**src/design/wplv_pkg.sv**
```systemverilog
// Shared types, codes and constants for the partitioned LRU victim block.
`default_nettype none
package wplv_pkg;

	localparam int unsigned WAYS      = 16;
	localparam int unsigned LANES     = 8;
	localparam int unsigned WAY_W     = 4;
	localparam int unsigned SET_IDX_W = 10;
	localparam int unsigned WEIGHT_W  = 10;
	localparam int unsigned LIMIT_W   = 10;
	localparam int unsigned TIME_W    = 48;
	localparam int unsigned CFG_IDX_W = 2;

	typedef enum logic [1:0] {
		OP_TOUCH      = 2'd0,
		OP_INSERT     = 2'd1,
		OP_INVALIDATE = 2'd2,
		OP_VICTIM     = 2'd3
	} op_t;

	localparam logic [CFG_IDX_W-1:0] CFG_LIMIT_ZERO = 2'd0;
	localparam logic [CFG_IDX_W-1:0] CFG_LIMIT_ONE  = 2'd1;
	localparam logic [CFG_IDX_W-1:0] CFG_LIMIT_TWO  = 2'd2;

	localparam logic [LIMIT_W-1:0] LIMIT_ZERO_RST = 10'd100;
	localparam logic [LIMIT_W-1:0] LIMIT_ONE_RST  = 10'd250;
	localparam logic [LIMIT_W-1:0] LIMIT_TWO_RST  = 10'd400;

	typedef enum logic [1:0] {
		GRP_LOW  = 2'd0,
		GRP_MID  = 2'd1,
		GRP_HIGH = 2'd2,
		GRP_TOP  = 2'd3
	} grp_t;

	// One candidate entering the compare tree.
	typedef struct packed {
		logic             en;
		logic [WAY_W-1:0] way;
	} lane_tag_t;

	function automatic logic [WAY_W-1:0] grp_base(input grp_t g);
		logic [WAY_W-1:0] b;
		case (g)
			GRP_LOW:  b = 4'd0;
			GRP_MID:  b = 4'd4;
			GRP_HIGH: b = 4'd12;
			GRP_TOP:  b = 4'd14;
			default:  b = 4'd0;
		endcase
		return b;
	endfunction

	function automatic logic [WAY_W-1:0] grp_count(input grp_t g);
		logic [WAY_W-1:0] c;
		case (g)
			GRP_LOW:  c = 4'd4;
			GRP_MID:  c = 4'd8;
			GRP_HIGH: c = 4'd2;
			GRP_TOP:  c = 4'd2;
			default:  c = 4'd2;
		endcase
		return c;
	endfunction

endpackage
`default_nettype wire

```
**src/design/wplv_oldest_tree.sv**
```systemverilog
// Three-stage registered compare tree that finds the oldest of eight candidate stamps.
`default_nettype none
module wplv_oldest_tree #(
	parameter int unsigned STAMP_BITS = 48
) (
	input  wire logic                                          clk,
	input  wire logic                                          arst_n,
	input  wire logic                                          in_valid,
	input  wire logic [wplv_pkg::LANES*STAMP_BITS-1:0]         stamps,
	input  wire wplv_pkg::lane_tag_t [wplv_pkg::LANES-1:0]     tags,
	output logic                                               out_valid,
	output logic      [wplv_pkg::WAY_W-1:0]                    out_way
);

	logic [STAMP_BITS-1:0] st_d1 [4];
	wplv_pkg::lane_tag_t   tg_d1 [4];
	logic [STAMP_BITS-1:0] st_s1 [4];
	wplv_pkg::lane_tag_t   tg_s1 [4];
	logic [STAMP_BITS-1:0] st_d2 [2];
	wplv_pkg::lane_tag_t   tg_d2 [2];
	logic [STAMP_BITS-1:0] st_s2 [2];
	wplv_pkg::lane_tag_t   tg_s2 [2];
	wplv_pkg::lane_tag_t   tg_d3;
	logic                  valid_s1;
	logic                  valid_s2;
	logic                  valid_s3;
	logic [wplv_pkg::WAY_W-1:0] way_s3;

	// The right candidate always has the higher way, so it wins only when strictly older.
	always_comb begin
		for (int k = 0; k < 4; k++) begin
			if (tags[2*k+1].en &&
			    (stamps[(2*k+1)*STAMP_BITS +: STAMP_BITS] < stamps[2*k*STAMP_BITS +: STAMP_BITS])) begin
				st_d1[k] = stamps[(2*k+1)*STAMP_BITS +: STAMP_BITS];
				tg_d1[k] = tags[2*k+1];
			end else begin
				st_d1[k] = stamps[2*k*STAMP_BITS +: STAMP_BITS];
				tg_d1[k] = tags[2*k];
			end
		end
	end

	always_comb begin
		for (int k = 0; k < 2; k++) begin
			if (tg_s1[2*k+1].en && (st_s1[2*k+1] < st_s1[2*k])) begin
				st_d2[k] = st_s1[2*k+1];
				tg_d2[k] = tg_s1[2*k+1];
			end else begin
				st_d2[k] = st_s1[2*k];
				tg_d2[k] = tg_s1[2*k];
			end
		end
	end

	always_comb begin
		if (tg_s2[1].en && (st_s2[1] < st_s2[0])) begin
			tg_d3 = tg_s2[1];
		end else begin
			tg_d3 = tg_s2[0];
		end
	end

	always_ff @(posedge clk or negedge arst_n) begin
		if (!arst_n) begin
			valid_s1 <= 1'b0;
			valid_s2 <= 1'b0;
			valid_s3 <= 1'b0;
		end else begin
			valid_s1 <= in_valid;
			valid_s2 <= valid_s1;
			valid_s3 <= valid_s2;
		end
	end

	always_ff @(posedge clk) begin
		st_s1  <= st_d1;
		tg_s1  <= tg_d1;
		st_s2  <= st_d2;
		tg_s2  <= tg_d2;
		way_s3 <= tg_d3.way;
	end

	assign out_valid = valid_s3;
	assign out_way   = way_s3;

endmodule
`default_nettype wire

```
**config.mk**
```make
export PLATFORM = sky130hd
export DESIGN_NAME = wplv_oldest_tree
export DESIGN_NICKNAME = d
export VERILOG_FILES = /design/src/design/wplv_pkg.sv /design/src/design/wplv_oldest_tree.sv
export SDC_FILE = /design/constraint.sdc
export NUM_CORES = 1
export LEC_CHECK = 0
export BUFFER_PORTS_ARGS = -buffer_cell sky130_fd_sc_hd__buf_2
export CAP_MARGIN = 30
export CORE_ASPECT_RATIO = 1.75
export CORE_MARGIN = 10
export CORE_UTILIZATION = 45
export DETAILED_ROUTE_END_ITERATION = 7
export PLACE_DENSITY = 0.77
export SLEW_MARGIN = 30
export SYNTH_ARGS = -nofsm -noshare
export SYNTH_HDL_FRONTEND = slang
export SYNTH_SLANG_ARGS = --single-unit
export TNS_END_PERCENT = 100
```
**constraint.sdc**
```tcl
create_clock -name clk -period 3.2 [get_ports clk]
set_input_delay 0.64 -clock clk [delete_from_list [all_inputs] [get_ports clk]]
set_output_delay 0.64 -clock clk [all_outputs]
set_load 0.02 [all_outputs]
```
== Word level (Yosys, flattened, before mapping) ==
Index checks and enable logic that the tools add are counted.

* Register bits: 324
* Output and inout bits: 5
* Logic and storage cells: 48

* Order comparisons: 7
* Reduce and logical (&&, ||, !) cells: 7
* Muxes and demuxes: 13

{| class="wikitable"
|+ Operators by type and width
! cell !! count
|-
| less-than comparator 48 bit || 7
|-
| two-way mux 48 bit || 6
|-
| two-way mux 5 bit || 6
|-
| logical AND 1 bit || 7
|-
| two-way mux 4 bit || 1
|}

== Depth between registers and ports, before layout ==
Gate-level depths: netlist of run 1.

* Depth after elaboration: 3
* Depth in mapped cells: 9
* Gate-level depth less buffers: 8

== Least setup slack after synthesis of run 1 ==
Ideal clock, no wire load.

* Path type: input -> register
* From: input stamps[198] in the netlist's numbering
* To: register st_s1[48] in the netlist's numbering
* Cell stages on the path: 9
* Setup slack: 217 ps
* Arrival time: 2862 ps
* Library setup time: 121 ps
* Path buffers: 1
* Cell sequence: inv_1 > ha_1 > a21o_1 > a211oi_1 > o21ai_0 > a2111o_1 > a221oi_4 > buf_6 > mux2_2

{| class="wikitable"
|+ RTL lines
! item !! line !! text
|-
| start: declaration || wplv_oldest_tree.sv:9 || <nowiki>input wire logic [wplv_pkg::LANES*STAMP_BITS-1:0] stamps,</nowiki>
|-
| end signal: assignment || wplv_oldest_tree.sv:76 || <nowiki>st_s1 <= st_d1;</nowiki>
|-
| end: declaration || wplv_oldest_tree.sv:17 || <nowiki>logic [STAMP_BITS-1:0] st_s1 [4];</nowiki>
|}

==> results_dict.tcl, run 1 <==
set metrics [dict create \
    synth-edff-count 0 \
    ys_seq_area_share_pct 34.8 \
    drt_first_iter_violations 443 \
    rsz0062_at_grt "false" \
    syn2layout_area_growth_pct 21.6 \
    synth_area_leader_cell "dfxtp_1" \
    place_area_mm2 0.0214 \
    grt_first_pass_wirelength_um 84300 \
    synthDominantCellAreaShare_pct 34.4 \
    die_area_mm2 0.0502 \
    cp-end-kind "flop" \
    first_pass_iters 6 \
    synth_top_cells_by_area "dfxtp_1 34%, ha_1 22%, mux2_2 14%" \
    cts_sinks 323 \
    layout-drive-gt1-share_pct 32.8 \
    routabilityCongestion 0.897 \
    cts-root-buf "clkbuf_16" \
    dp.final_hpwl_um 47600 \
    skew_ns 0.0208 \
    synthFlopType "dfxtp_1" \
    io_buffers 430 \
    antenna_found_initial 11 \
    fill_cells 3666 \
    crit_start "st_s1[54]" \
    ctsResizeCount 0 \
    syn_inst 1821 \
    period_share_pct 95.7 \
    p_seq_share_pct 40.7 \
    seq_area_mm2 0.00648 \
    wl_per_cell_um 19.5 \
    design_area_mm2 0.0226 \
    worstPathArrival_ns 3.46 \
    worstPathCellList "inv_1, ha_1, a21o_1, a211oi_1, o21ai_0, a2111o_1, a221oi_4, buf_4, mux2_2" \
    via_count 14800 \
    max-cap-violations 0 \
    clkTransAtPathRegs_ns 0.06 \
    ctsHtreeMaxLevel 2 \
    tightestPinTransition_ns 0.581 \
    power.switching_uw 3470 \
    initial_core_util_pct 45.6 \
    total_leakage_power_uw 0.0119 \
    critPathMaxStageDelay_ns 0.51 \
    synth_area_mm2 0.0186 \
    cts_tree "built" \
    hold_class "in2reg" \
    grt_max_degree 49 \
    setup_viol 0 \
    overflow 0 \
    irDropWorstVdd_mv 0.349 \
    synth-async-reset-ratio_pct 0.929 \
    postCtsHoldBufs 1 \
    via_per_inst 5.18 \
    drc 0 \
    core_mm2 0.0408 \
    tns_ns 0 \
    critPathSlowestCell "a2111o_1" \
    cts_made_buffers 34 \
    ys_seq_elements 323 \
    clkPwrFrac_pct 34.4 \
    die_y_um 289 \
    power_density_mw_per_mm2 531 \
    timing.fmax_mhz 326 \
    dieWidth_um 174 \
    synth_fp_nets 2577 \
    yosysUniqueCellTypes 44 \
    crit_end "st_s2[28]" \
    worstPathRequired_ns 3.60 \
    wirelength_um 55900 \
    grt_use_total_pct 21.4 \
    power_uw 12000 \
    clk_path_buf_depth 3 \
    yosysWarnings 0 \
    outcome "complete, no violations" \
    regToRegSetupSlack_ns 0.14 \
    p_int_uw 8550 \
    slew_violations 0 \
    start_kind "flop" \
    grt_pass1_vias 16400 \
    r2r-start "st_s1[54]" \
    slew_headroom_pct 60.9 \
    post-synth-top-count-cell "inv_1" \
    post_cts_buffers 0 \
    pwr-share-comb_pct 24.9 \
    switching_share_pct 28.9 \
    multiInputGateArea_mm2 0.0107 \
    r2r_end "st_s2[28]" \
    fin_nets 3030 \
    hold_violations 0 \
    criticalPathCategory "reg2reg" \
    insertion_delay_ns 0.52 \
    avgSynthCellArea_um2 10.2 \
    r2r_cells 9 \
    core.rowCount 98 \
    ioPinCount 432 \
    finalCriticalPeriod_ns 3.06 \
    synthTopCellsByCount "336 x inv_1, 329 x ha_1, 320 x dfxtp_1" \
    final_antenna_net_count 0 \
    critPathMaxFanout 21 \
]
[flip-flops by register name, indices dropped and copies added, names as in the netlist]
| signal | flops |
|---|---|
| st_s1 | 192 |
| st_s2 | 96 |
| tg_s1 | 19 |
| tg_s2 | 9 |
| out_way | 4 |
| out_valid | 1 |
| valid_s1 | 1 |
| valid_s2 | 1 |
[kinds of logic after synthesis]
| family | count (synthesis) | synth area share (%) |
|---|---|---|
| multiplexers | 316 | 19.1 |
| buffers and inverters | 366 | 8.09 |
| AND/OR/NAND/NOR | 207 | 5.73 |
| adder cells (fa/ha/maj) | 329 | 22.1 |
| flip-flops | 323 | 34.8 |
| AO/OA/AOI/OAI | 280 | 10.1 |
[per-stage QoR]
step / hold slack, ns / util (%) / setup WS (ns) / cells
floorplan: 0.331 / - / 0.217 / 1821
global placement: 0.338 / 52.5 / -0.314 / 2787
detailed placement: 0.340 / 52.5 / -0.246 / 2787
CTS: 0.211 / 55.4 / 0.146 / 2848
global route: 0.218 / 55.4 / 0.0360 / 2858
finish: 0.239 / 55.4 / 0.136 / 2859
[worst max-delay path, delay by kind of cell, from the launching register on]
family / cells / cell delay, ns
AOI/OAI and AO/OA: 5 / 1.49
adders and majority gates: 1 / 0.28
buffers and inverters: 2 / 0.40
DFF: 1 / 0.35
muxes: 1 / 0.42
[layout make-up]
type,instances,area share [%]
Antenna cell,11,0.122
Clock buffer,39,4.02
Clock inverter,21,1.14
Inverter,336,5.57
Multi-Input combinational cell,1132,47.1
Sequential cell,323,28.6
Tap cell,550,3.04
Timing Repair Buffer,447,10.4
[per-layer routing]
metal	vias up	share of wire (%)	routed length (um)	track usage [%]
met1	6926	33	18500	18.8
met5	-	0	0	0
met4	0	5.8	3250	12.5
met2	435	57	31600	43.4
met3	158	4.5	2500	4.11
li1	7281	-	-	-
[placed cells by master, fill, tap and decap left out, types with 4 or more instances in the layout]
cell,instances
a211oi_1,10
a21o_1,68
a21oi_1,100
a221o_1,4
a221oi_1,14
a221oi_4,5
and4_1,10
buf_12,6
buf_2,430
buf_4,10
bufinv_16,5
clkbuf_16,35
clkinv_2,8
clkinv_4,4
dfxtp_1,320
diode_2,11
ha_1,329
inv_1,336
mux2_1,81
mux2_2,235
nand2_1,59
nand2b_1,11
nand3_1,16
nand4_1,44
nor2_1,33
nor2b_1,8
nor3_1,5
nor4_1,7
o21ai_0,46
o221ai_1,8
or2_2,6
[power by group through the flow]
stage	Clock, uW	Combinational (uW)	Sequential, uW
6_report	4130	3000	4890
4_1_cts	4260	3040	4900
3_5_place_dp	0	3010	4990
5_1_grt	4410	3390	4940
2_1_floorplan	0	1980	4850
3_3_place_gp	0	2870	4980
[worst min-delay path by stage]
stage          cells past startpoint         to     start  slack [ns]
2_1_floorplan                      0  out_valid  valid_s2        0.33
3_3_place_gp                       0  out_valid  valid_s2        0.34
3_5_place_dp                       0   valid_s2  valid_s1        0.34
4_1_cts                            1   valid_s1  in_valid        0.21
5_1_grt                            1   valid_s1  in_valid        0.22
6_report                           1   valid_s1  in_valid        0.24
Power figures use the tool's default switching activity.
==> run 2: changes to the inputs <==
- BUFFER_PORTS_ARGS: -buffer_cell sky130_fd_sc_hd__buf_2 -> -buffer_cell sky130_fd_sc_hd__buf_4
==> results_dict.tcl, run 2 (synthesized netlist as in run 1, its figures left out) <==
set metrics [dict create \
    io_buffers 430 \
    hold_violations 0 \
    clk_path_buf_depth 3 \
    wl_per_cell_um 20.0 \
    worstPathRequired_ns 3.62 \
    cts_made_buffers 30 \
    power_density_mw_per_mm2 504 \
    cts-root-buf "clkbuf_16" \
    design_area_mm2 0.0236 \
    slew_headroom_pct 56.7 \
    cts_tree "built" \
    dp_slack_ns -0.352 \
    cp-end-kind "flop" \
    timing.fmax_mhz 319 \
    setup_ws_ns 0.0655 \
    setup_viol 0 \
    period_share_pct 98.0 \
    routabilityCongestion 0.909 \
    via_per_inst 5.19 \
    antenna_found_initial 2 \
    via_count 14800 \
    regToRegSetupSlack_ns 0.07 \
    critPathMaxFanout 32 \
    dp.final_hpwl_um 48600 \
    max-cap-violations 0 \
    insertion_delay_ns 0.56 \
    fill_cells 3509 \
    clkTransAtPathRegs_ns 0.06 \
    regMostFlops "st_s1" \
    worstPathArrival_ns 3.55 \
    slew_violations 0 \
    criticalPathCategory "reg2reg" \
    skew_ns 0.0108 \
    largestRegisters "st_s1 (192), st_s2 (96), tg_s1 (19)" \
    largest_reg_flops 192 \
    finalCriticalPeriod_ns 3.13 \
    total_leakage_power_uw 0.0122 \
    die_area_mm2 0.0502 \
    syn2layout_area_growth_pct 26.9 \
    outcome "complete, no violations" \
    cts_sinks 323 \
    rsz0062_at_grt "true" \
    core_mm2 0.0408 \
    fin_nets 3029 \
    drt_first_iter_violations 504 \
    tightestPinTransition_ns 0.643 \
    layout-drive-gt1-share_pct 32.6 \
    place_area_mm2 0.0225 \
    irDropWorstVdd_mv 0.351 \
    ctsHtreeMaxLevel 1 \
    final_antenna_net_count 0 \
    die_y_um 289 \
    initial_core_util_pct 45.6 \
    grt_pass1_vias 16300 \
    post_cts_buffers 0 \
    start_kind "flop" \
    grt_use_total_pct 21.4 \
    wirelength_um 56900 \
    hold_class "in2reg" \
    overflow 0 \
    grt_first_pass_wirelength_um 84200 \
    first_pass_iters 6 \
    core.rowCount 98 \
    grt_max_degree 49 \
    dieWidth_um 174 \
    layout_commonest_cell "buf_4" \
    ioPinCount 432 \
    layout_common_cells "443 x buf_4, 336 x inv_1, 329 x ha_1" \
    drc 0 \
]
run 2: cell types whose count changed in the layout (fill, tap and decap cells not counted), sizes merged:
cell    before  now
bufinv       5    4
diode       11    4
clkinv      12    4
buf        446  449
inv        338  337
clkbuf      39   43
run 2: stage by stage:
| stage | hold slack, ns | power, uW | setup TNS, ns | cells | utilization (%) |
|---|---|---|---|---|---|
| after CTS | 0.158 | 12000 | 0 | 2845 | 57.8 |
| after global routing | 0.165 | 12600 | -0.00526 | 2847 | 57.8 |
| final | 0.184 | 11900 | 0 | 2849 | 57.9 |
| after floorplan | 0.331 | 6830 | 0 | 1821 | - |
| after global placement | 0.338 | 8000 | -19.83 | 2790 | 55.2 |
| after detailed placement | 0.341 | 8160 | -23.82 | 2790 | 55.2 |
run 2: worst max-delay path: stages (launching register included):
cell,delay (ns)
dfxtp_1,0.34
inv_1,0.05
ha_1,0.28
a21o_1,0.20
a211oi_1,0.31
o21ai_0,0.21
a2111o_1,0.53
a221oi_4,0.35
buf_12,0.26
mux2_1,0.42
run 2: layout make-up:
cell class | instances | area (um2) | area share, %
multi-input cells | 1132 | 10700 | 45.1
well taps | 550 | 688 | 2.91
clock inverters | 11 | 168 | 0.710
inverters | 336 | 1260 | 5.34
diodes | 4 | 10.0 | 0.0424
repair buffers | 450 | 3450 | 14.6
flip-flops and latches | 323 | 6480 | 27.4
clock buffers | 43 | 911 | 3.86
run 2: repair_timing:
item,CTS,global route
endpoints found under the setup margin,0,15
resized for setup,0,1
endpoints found under the hold margin,3,0
hold buffers,1,0
run 2: path summary, 6_finish.rpt:
path | startpoint | endpoint | depth (start not counted)
worst max-delay path | st_s1[54] | st_s2[9] | 9
worst min-delay path | in_valid | valid_s1 | 1
worst max register to register | st_s1[54] | st_s2[9] | 9
worst min register to register | valid_s2 | out_valid | 0
max in group asynchronous | arst_n | out_valid | 2
min in group asynchronous | arst_n | valid_s1 | 2
run 2: power by group:
part	internal, uW	switching (uW)	leakage (uW)
Combinational	1650	1520	0.00896
Clock	2300	1550	0.000528
Sequential	4590	307	0.00274
Total	8540	3370	0.0122
run 2: metal layers:
layer	part of all wire (%)	vias up	track usage [%]	wire length (um)
met4	5.3	0	11.1	3000
met5	0	-	0	0
met2	57	411	44.5	32500
met3	4.1	132	3.43	2340
met1	33	6984	18.9	19100
li1	-	7257	-	-
==> run 3: changes to the inputs <==
- RECOVER_POWER: unset -> 100
==> results_dict.tcl, run 3 (synthesized netlist as in run 1, its figures left out) <==
set metrics [dict create \
    outcome "complete, no violations" \
    period_share_pct 97.8 \
    clkTransAtPathRegs_ns 0.06 \
    cts-root-buf "clkbuf_16" \
    layout_common_cells "425 x buf_4, 336 x inv_1, 329 x ha_1" \
    routabilityCongestion 0.909 \
    dp_cells 2790 \
    cts_sinks 323 \
    largest_reg_flops 192 \
    setup_viol 0 \
    wirelength_um 56900 \
    slew_violations 0 \
    slew_headroom_pct 52.1 \
    worstPathRequired_ns 3.62 \
    grt_use_total_pct 21.4 \
    first_pass_iters 6 \
    drt_first_iter_violations 497 \
    die_area_mm2 0.0502 \
    fill_cells 3530 \
    start_kind "flop" \
    irDropWorstVdd_mv 0.351 \
    io_buffers 430 \
    insertion_delay_ns 0.56 \
    hold_path_depth 1 \
    finalCriticalPeriod_ns 3.13 \
    fin_nets 3029 \
    cts_made_buffers 30 \
    layout-drive-gt1-share_pct 30.6 \
    via_count 14800 \
    skew_ns 0.0110 \
    layout_commonest_cell "buf_4" \
    hold_class "in2reg" \
    antenna_found_initial 2 \
    critPathSlowestCell "a2111o_1" \
    via_per_inst 5.19 \
    timing.fmax_mhz 319 \
    criticalPathCategory "reg2reg" \
    max-cap-violations 0 \
    worstPathCellList "inv_1, ha_1, a21o_1, a211oi_1, o21ai_0, a2111o_1, a221oi_4, buf_12, mux2_1" \
    die_y_um 289 \
    cts_tree "built" \
    ioPinCount 432 \
    grt_first_pass_wirelength_um 84200 \
    critPathMaxStageDelay_ns 0.53 \
    tns_ns 0 \
    final_antenna_net_count 0 \
    total_leakage_power_uw 0.0122 \
    initial_core_util_pct 45.6 \
    overflow 0 \
    seq_area_mm2 0.00648 \
    clk_path_buf_depth 3 \
    drc 0 \
    regMostFlops "st_s1" \
    critPathMaxFanout 32 \
    multiInputGateArea_mm2 0.0106 \
    largestRegisters "st_s1 (192), st_s2 (96), tg_s1 (19)" \
    core.rowCount 98 \
    final_cell_count_no_fill 2847 \
    r2r_cells 9 \
    tightestPinTransition_ns 0.718 \
    worstPathArrival_ns 3.55 \
    grt_max_degree 49 \
    dieWidth_um 174 \
    wl_per_cell_um 20.0 \
    ctsHtreeMaxLevel 1 \
    post_cts_buffers 0 \
    power_uw 11800 \
    power_density_mw_per_mm2 504 \
    syn2layout_area_growth_pct 26.2 \
    core_mm2 0.0408 \
    grt_pass1_vias 16300 \
    hold_violations 0 \
    cp-end-kind "flop" \
    dp.final_hpwl_um 48600 \
    rsz0062_at_grt "true" \
]
## run 3: worst paths after layout
check / startpoint / end / slack [ns]
max: st_s1[54] / st_s2[9] / 0.07
min: in_valid / valid_s1 / 0.20
max reg2reg: st_s1[54] / st_s2[9] / 0.07
min reg2reg: valid_s2 / out_valid / 0.35
max in group asynchronous: arst_n / out_valid / 2.64
min in group asynchronous: arst_n / valid_s1 / 0.41
## run 3: timing repair
action                                 in CTS  in global routing
setup endpoints to repair                   0                 15
hold buffers                                1                  0
endpoints found under the hold margin       3                  0
gates resized for setup                     0                  1
## run 3: where the power goes
group / leakage [uW] / internal [uW] / switching (uW)
clock network: 0.000527 / 2300 / 1540
registers: 0.00274 / 4590 / 308
logic: 0.00891 / 1580 / 1510
## run 3: area by class of cell
type                       instances  area share, %
clock buffer                      43           3.88
inverter                         336           5.37
multi-input combinational       1132           45.2
tap                              550           2.93
antenna                            2         0.0213
sequential                       323           27.6
clock inverter                    11          0.714
timing repair buffer             450           14.3
## run 3: layer usage
metal | up-vias | global-route usage (%) | share of wire [%]
met5 | - | 0 | 0
met4 | 0 | 11.1 | 5.1
met3 | 128 | 3.43 | 3.9
met2 | 396 | 44.5 | 57
met1 | 6997 | 18.9 | 34
li1 | 7263 | - | -
## run 3: worst max-delay path: cells and delay by family (launching register included)
kind                       cells  cell delay, ns
buffers and inverters          2            0.30
muxes                          1            0.42
adders and majority gates      1            0.28
DFF                            1            0.34
AOI/OAI and AO/OA              5            1.60
## run 3: metrics by stage
| step | util [%] | area [um2] | hold slack (ns) | setup slack, ns |
|---|---|---|---|---|
| after detailed placement | 55.2 | 22500 | 0.341 | -0.352 |
| after floorplan | - | 18600 | 0.331 | 0.217 |
| after CTS | 57.8 | 23600 | 0.158 | 0.0142 |
| after global placement | 55.2 | 22500 | 0.338 | -0.319 |
| final | 57.5 | 23500 | 0.205 | 0.0697 |
| after global routing | 57.5 | 23500 | 0.188 | -0.00525 |
